<file path="src/hw/rtl/smx_pkg.sv">
// Package for the stack machine executor: codes, types and decode function.
package smx_pkg;

  localparam int unsigned STACK_DEPTH_DEF = 1024;
  localparam int unsigned QUEUE_DEPTH = 2;
  localparam int unsigned WORD_W = 32;
  localparam int unsigned DIV_STEPS = 32;

  typedef enum logic [3:0] {
    OP_END     = 4'd0,
    OP_ADD     = 4'd1,
    OP_SUB     = 4'd2,
    OP_MUL     = 4'd3,
    OP_DIV     = 4'd4,
    OP_SWAP    = 4'd5,
    OP_PRINT   = 4'd6,
    OP_DUP     = 4'd7,
    OP_DROP    = 4'd8,
    OP_NIP     = 4'd9,
    OP_ROT     = 4'd10,
    OP_PUSH    = 4'd11,
    OP_INVALID = 4'd12
  } op_t;

  typedef enum logic [2:0] {
    ST_OK      = 3'd0,
    ST_UNDER   = 3'd1,
    ST_INVALID = 3'd2,
    ST_OVER    = 3'd3,
    ST_DIVZERO = 3'd4,
    ST_HALTED  = 3'd5
  } status_t;

  typedef enum logic [2:0] {
    S_IDLE,
    S_ISSUE,
    S_CAPT,
    S_EXEC,
    S_DIV,
    S_WRITE,
    S_DONE
  } back_state_t;

  // One classified request as it sits in the queue.
  typedef struct packed {
    op_t         op;
    logic [1:0]  nreads;
    logic [31:0] imm;
  } item_t;

  function automatic item_t decode(input logic [3:0] kind, input logic [31:0] imm);
    item_t it;
    it.imm = imm;
    it.nreads = 2'd0;
    // Every kind above push is invalid.
    if (kind > OP_PUSH) begin
      it.op = OP_INVALID;
    end else begin
      it.op = op_t'(kind);
    end
    case (it.op)
      OP_ADD, OP_SUB, OP_MUL, OP_DIV, OP_SWAP, OP_NIP: it.nreads = 2'd2;
      OP_ROT: it.nreads = 2'd3;
      OP_PRINT, OP_DUP, OP_DROP: it.nreads = 2'd1;
      default: it.nreads = 2'd0;
    endcase
    return it;
  endfunction

endpackage

</file>
<file path="src/hw/rtl/smx_front.sv">
// Front end: accepts requests, classifies them and queues them for the back end.
module smx_front (
  input  logic          clk,
  input  logic          rst,
  input  logic          in_valid,
  output logic          in_stall,
  input  logic [3:0]    kind,
  input  logic [31:0]   immediate,
  output logic          q_valid,
  output smx_pkg::item_t q_item,
  input  logic          q_pop
);
  import smx_pkg::*;

  localparam int unsigned PW = (QUEUE_DEPTH > 1) ? $clog2(QUEUE_DEPTH) : 1;
  localparam int unsigned CW = $clog2(QUEUE_DEPTH + 1);

  item_t          buffer [QUEUE_DEPTH];
  logic [PW-1:0]  wr_ptr;
  logic [PW-1:0]  rd_ptr;
  logic [CW-1:0]  count;
  logic           push;
  logic           pop;

  assign in_stall = (count == CW'(QUEUE_DEPTH));
  assign push     = in_valid && !in_stall;
  assign pop      = q_pop && q_valid;
  assign q_valid  = (count != '0);
  assign q_item   = buffer[rd_ptr];

  always_ff @(posedge clk) begin
    if (push) begin
      buffer[wr_ptr] <= decode(kind, immediate);
    end
  end

  always_ff @(posedge clk) begin
    if (rst) begin
      wr_ptr <= '0;
      rd_ptr <= '0;
      count  <= '0;
    end else begin
      if (push) begin
        wr_ptr <= (wr_ptr == PW'(QUEUE_DEPTH - 1)) ? '0 : wr_ptr + PW'(1);
      end
      if (pop) begin
        rd_ptr <= (rd_ptr == PW'(QUEUE_DEPTH - 1)) ? '0 : rd_ptr + PW'(1);
      end
      if (push && !pop) begin
        count <= count + CW'(1);
      end else if (pop && !push) begin
        count <= count - CW'(1);
      end
    end
  end

endmodule

</file>
<file path="config.mk">
export PLATFORM = sky130hd
export DESIGN_NAME = smx_front
export DESIGN_NICKNAME = d
export VERILOG_FILES = /design/src/hw/rtl/smx_pkg.sv /design/src/hw/rtl/smx_front.sv
export SDC_FILE = /design/constraint.sdc
export NUM_CORES = 1
export LEC_CHECK = 0
export CAP_MARGIN = 20
export CORE_MARGIN = 5
export CORE_UTILIZATION = 45
export DETAILED_ROUTE_END_ITERATION = 6
export DONT_BUFFER_PORTS = 1
export PLACE_DENSITY_LB_ADDON = 0.05
export SLEW_MARGIN = 10
export SYNTH_ARGS = -nofsm -noshare
export SYNTH_HDL_FRONTEND = slang
export SYNTH_SLANG_ARGS = --single-unit
</file>
<file path="constraint.sdc">
create_clock -name clk -period 2.5 [get_ports clk]
set_clock_uncertainty 0.1 [all_clocks]
set_input_delay 0.25 -clock clk [delete_from_list [all_inputs] [get_ports clk]]
set_output_delay 0.25 -clock clk [all_outputs]
set_load 0.02 [all_outputs]
</file>
## Word level (Yosys, flattened, before mapping)

Memories as Yosys holds them, arrays and structs flattened. A register that Yosys moved wholly into a read port is not among the register bits.
Cells that the tools add are included.

- Memories kept: 2
- Logic and storage cells: 31
- Output and inout bits: 40
- Bits of input ports: 40
- Bits in writable memories: 76
- Register bits after elaboration: 4
- ROM bits: 32

- Equality and inequality tests: 1
- Multiplexer cells: 11
- Add/sub/neg operators: 4
- $lt $le $gt $ge: 1
- Reductions and logical operators: 9

Memory list:

| memory | depth | bits a word | rd ports | clocked after Yosys merged registers in | wr ports | RTL line | text |
|---|---|---|---|---|---|---|---|
| buffer | 2 | 38 | 1 | 1 | 1 | smx_front.sv:18 | `item_t buffer [QUEUE_DEPTH];` |
| (name not given) | 16 | 2 | 1 | 0 | 0 | smx_pkg.sv:61 | `case (it.op)` |

Operators by type and width:

| operator | number |
|---|---|
| $mux 4 | 2 |
| $mux 1 | 6 |
| $mux 2 | 3 |
| $gt 4x4->1 const B | 1 |
| $logic_and 1x1->1 | 4 |
| $reduce_bool 2->1 | 2 |
| $logic_not 1->1 | 3 |
| $add 1x1->1 const B | 2 |
| $add 2x1->2 const B | 1 |
| $eq 2x2->1 const B | 1 |
| $sub 2x1->2 const B | 1 |

## Longest topological paths before layout

- Word-level depth: 7
- Gate-level depth with buffers: 6
- Depth with buffers taken out: 6

## Least setup slack after synthesis

OpenSTA, ideal clock, no wires.

- Path kind: reg2reg
- From: register count[1]
- To: memory buffer[0][0] (netlist name), enable pin
- Arrival time: 1.600 ns
- Path slack: 0.407 ns
- Path buffers: 0
- Library setup time: 0.393 ns
- Cell stages (with the launch flop): 4
- Cell sequence: dfxtp_1 -> nor2b_2 -> or3_1 -> inv_1

- Cells in the longest elaborated chain, start to end: 5

Ends and longest elaborated chain:

| item | RTL line | text |
|---|---|---|
| start: declaration | smx_front.sv:21 | `logic [CW-1:0] count;` |
| start signal: assignment | smx_front.sv:50 | `count <= count + CW'(1);` |
| start signal: assignment | smx_front.sv:52 | `count <= count - CW'(1);` |
| $eq 2x2->1 | smx_front.sv:25 | `assign in_stall = (count == CW'(QUEUE_DEPTH));` |
| named net in_stall | smx_front.sv:6 | `output logic in_stall,` |
| $logic_not 1->1 | smx_front.sv:26 | `assign push = in_valid && !in_stall;` |
| $logic_and 1x1->1 | smx_front.sv:26 |  |
| $mux 1 | smx_front.sv:32 | `if (push) begin` |
| $mux 1 (implied by the code) | smx_front.sv:33 | `buffer[wr_ptr] <= decode(kind, immediate);` |
| end: declaration | smx_front.sv:18 |  |

The timed path passes the listed nets, and every way through them passes these cells.

==> flow_summary_export.csv <==
group,metric,value,unit
status,status,"finished clean",
power,power.density,985,nW/um^2
clock_network,root_buffer,"clkbuf_8",
layout,fin_area,3690,um^2
logic_synthesis,yosys.area.top_type_share,75.3,%
timing,clock.fmax,0.508,GHz
die,fp.dieW,92.1,um
timing,slew_viol_final,0,
die,initial_core_util,45.4,%
placed_design,dp_hpwl,3430,um
power,p_leak,1.26,nW
detailed_routing,drc_errors,0,
placed_design,post-place-ws,675,ps
timing,finalCritPeriodShare,78.7,%
detailed_routing,postRouteAntennaNets,0,
clock_network,cts_sinks,81,
logic_synthesis,syn_avg_cell_area,19.2,um^2
logic_synthesis,ys_seq_area_share,78.6,%
detailed_routing,via_per_inst,5.02,
critical_path,required,2150,ps
clock_network,clk_latency,330,ps
logic_synthesis,syn_area,3030,um^2
critical_path,path_delay_family,"flip-flops",
critical_path,cp-end-kind,"output pin",
timing,worst_pin_slew,464,ps
critical_path,cp_cell_sequence,"buf_12 -> mux2_2",
timing,timing.final.ws_setup,533,ps
detailed_routing,wl_per_cell,17.9,um
global_route,grt_max_degree,24,
logic_synthesis,synth.area.top_cells,"edfxtp_1 (75%), mux2_2 (14%), dfxtp_1 (3.3%), xor2_1 (0.87%), ha_1 (0.83%)",
die,coreArea,6680,um^2
timing,hold_viol,0,
critical_path,critPathKind,"flip-flop to output pin",
timing,period_needed,1970,ps
die,dieArea,8480,um^2
global_route,globalRouteTotalUtil,12.6,%
logic_synthesis,synth_seq_cells,81,
critical_path,cpMaxStageDelayCell,"dfxtp_2",
clock_network,post_cts_resized,0,
logic_synthesis,ys_async_sr_fraction,0,%
timing,setup_viol,0,
placed_design,placedInstanceArea,3150,um^2
critical_path,worst-path-buf-inv,1,
global_route,overflow,0,
layout,diodes,0,
logic_synthesis,ys_top_cells_by_count,"edfxtp_1 (76), mux2_2 (38), inv_1 (6)",
timing,tns,0,ps
logic_synthesis,synth_nets,200,
critical_path,arrival,1620,ps
logic_synthesis,synthCells,158,
logic_synthesis,synth_edf_count,76,
clock_network,clk_pin_slew_worst_paths,70,ps
global_route,grt_antenna_before_repair,0,
layout,syn_to_final_growth,21.7,%
logic_synthesis,synth_ff_type,"edfxtp_1",
clock_network,numCtsBuffers,9,
placed_design,gp_congestion,0.640,
logic_synthesis,synth_most_common_cell,"edfxtp_1",
job,maxCapViolCount,0,
critical_path,crit_path_max_incr_delay,620,ps
detailed_routing,first_pass_iters,4,
logic_synthesis,synth_area_leader_cell,"edfxtp_1",
logic_synthesis,ys_types,19,
layout,finalNetCount,244,
hold_path,worstHoldPathType,"primary input to flip-flop",
logic_synthesis,ys_warn_count,0,
clock_network,postCtsSetupRepairBufs,0,
global_route,grt_pass1_wl,7940,um
clock_network,cts_hold_buffers,35,
die,die_h,92.1,um
detailed_routing,wl,5150,um
timing,slew_headroom,69.1,%
power,ir_worst_vdd,0.000499,V
die,rows,30,
detailed_routing,drt_iter0_drc,55,
clock_network,clock_path_buffers,2,
critical_path,critPathLaunchType,"flip-flop",
clock_network,cts_tree,"built",
clock_network,htree_num_levels,3,
timing,rsz0062_at_grt,"false",
global_route,first_global_vias,1554,
layout,drive_above_1_share,28.5,%
die,ios,80,
critical_path,crit_fanout,21,
detailed_routing,vias,1440,
placed_design,portBuffers,0,
==> final timing paths <==
path / cells past startpoint / end / slack [ps] / start
max: 2 / q_item[33] / 530 / flip-flop
min: 1 / buffer[1][33]$_DFFE_PP_ / 50 / kind[3]
max reg2reg: 5 / count[1]$_SDFFE_PP0P_ / 660 / count[1]$_SDFFE_PP0P_
min reg2reg: 2 / wr_ptr$_SDFFE_PP0P_ / 400 / wr_ptr$_SDFFE_PP0P_
==> state kept, by name (all words and copies together), names as in the netlist, named ones only <==
| signal | cells |
|---|---|
| buffer | 76 |
| count | 2 |
| rd_ptr | 1 |
| wr_ptr | 1 |
==> layer usage <==
layer / track usage [%] / vias to the layer above / wire length [um]
li1: - / 684 / -
met1: 13.9 / 701 / 1960
met2: 21.7 / 48 / 2760
met3: 4.18 / 7 / 349
met4: 6.68 / 0 / 76
met5: 0 / - / 0
==> final cells by class <==
cell class,instances,area (um^2)
fillers,524,2990
flip-flops and latches,81,2380
multi-input cells,65,593
repair buffers,39,405
clock buffers,10,128
well taps,80,100
clock inverters,6,58.8
inverters,6,22.5
==> per-stage QoR <==
stage	util, %	hold slack [ps]	cells	power (mW)
after global routing	55.2	39.3	287	3.81
after CTS	55.2	27.2	287	3.70
after global placement	47.2	220	236	2.73
after floorplan	-	219	158	2.58
final	55.2	46.8	287	3.64
after detailed placement	47.2	224	236	2.76
==> cell families after synthesis <==
| group | count (synthesis) | synth area share (%) |
|---|---|---|
| flops | 81 | 78.6 |
| xor+xnor | 3 | 0.867 |
| compound gates | 8 | 1.40 |
| fa+ha+maj | 2 | 0.825 |
| buf+inv | 12 | 1.90 |
| simple gates | 14 | 2.31 |
| mux | 38 | 14.1 |
==> cells in the final DEF (no fill, tap or decap), types with 2 or more instances in the layout <==
master / instances
a21oi_1: 2
buf_12: 2
buf_4: 2
clkbuf_8: 9
clkinv_1: 3
dfxtp_1: 4
dlygate4sd3_1: 35
edfxtp_1: 76
ha_1: 2
inv_1: 5
mux2_2: 38
nand2_1: 4
nor2_1: 4
o21ai_0: 4
o22ai_1: 2
or3_1: 2
xor2_1: 3
==> power breakdown <==
group	total [mW]	internal (mW)	switching [mW]
Clock	0.877	0.455	0.423
Combinational	0.952	0.357	0.595
Sequential	1.81	1.71	0.0978
Total	3.64	2.52	1.12
No activity file was read; power rests on OpenSTA's default activity.
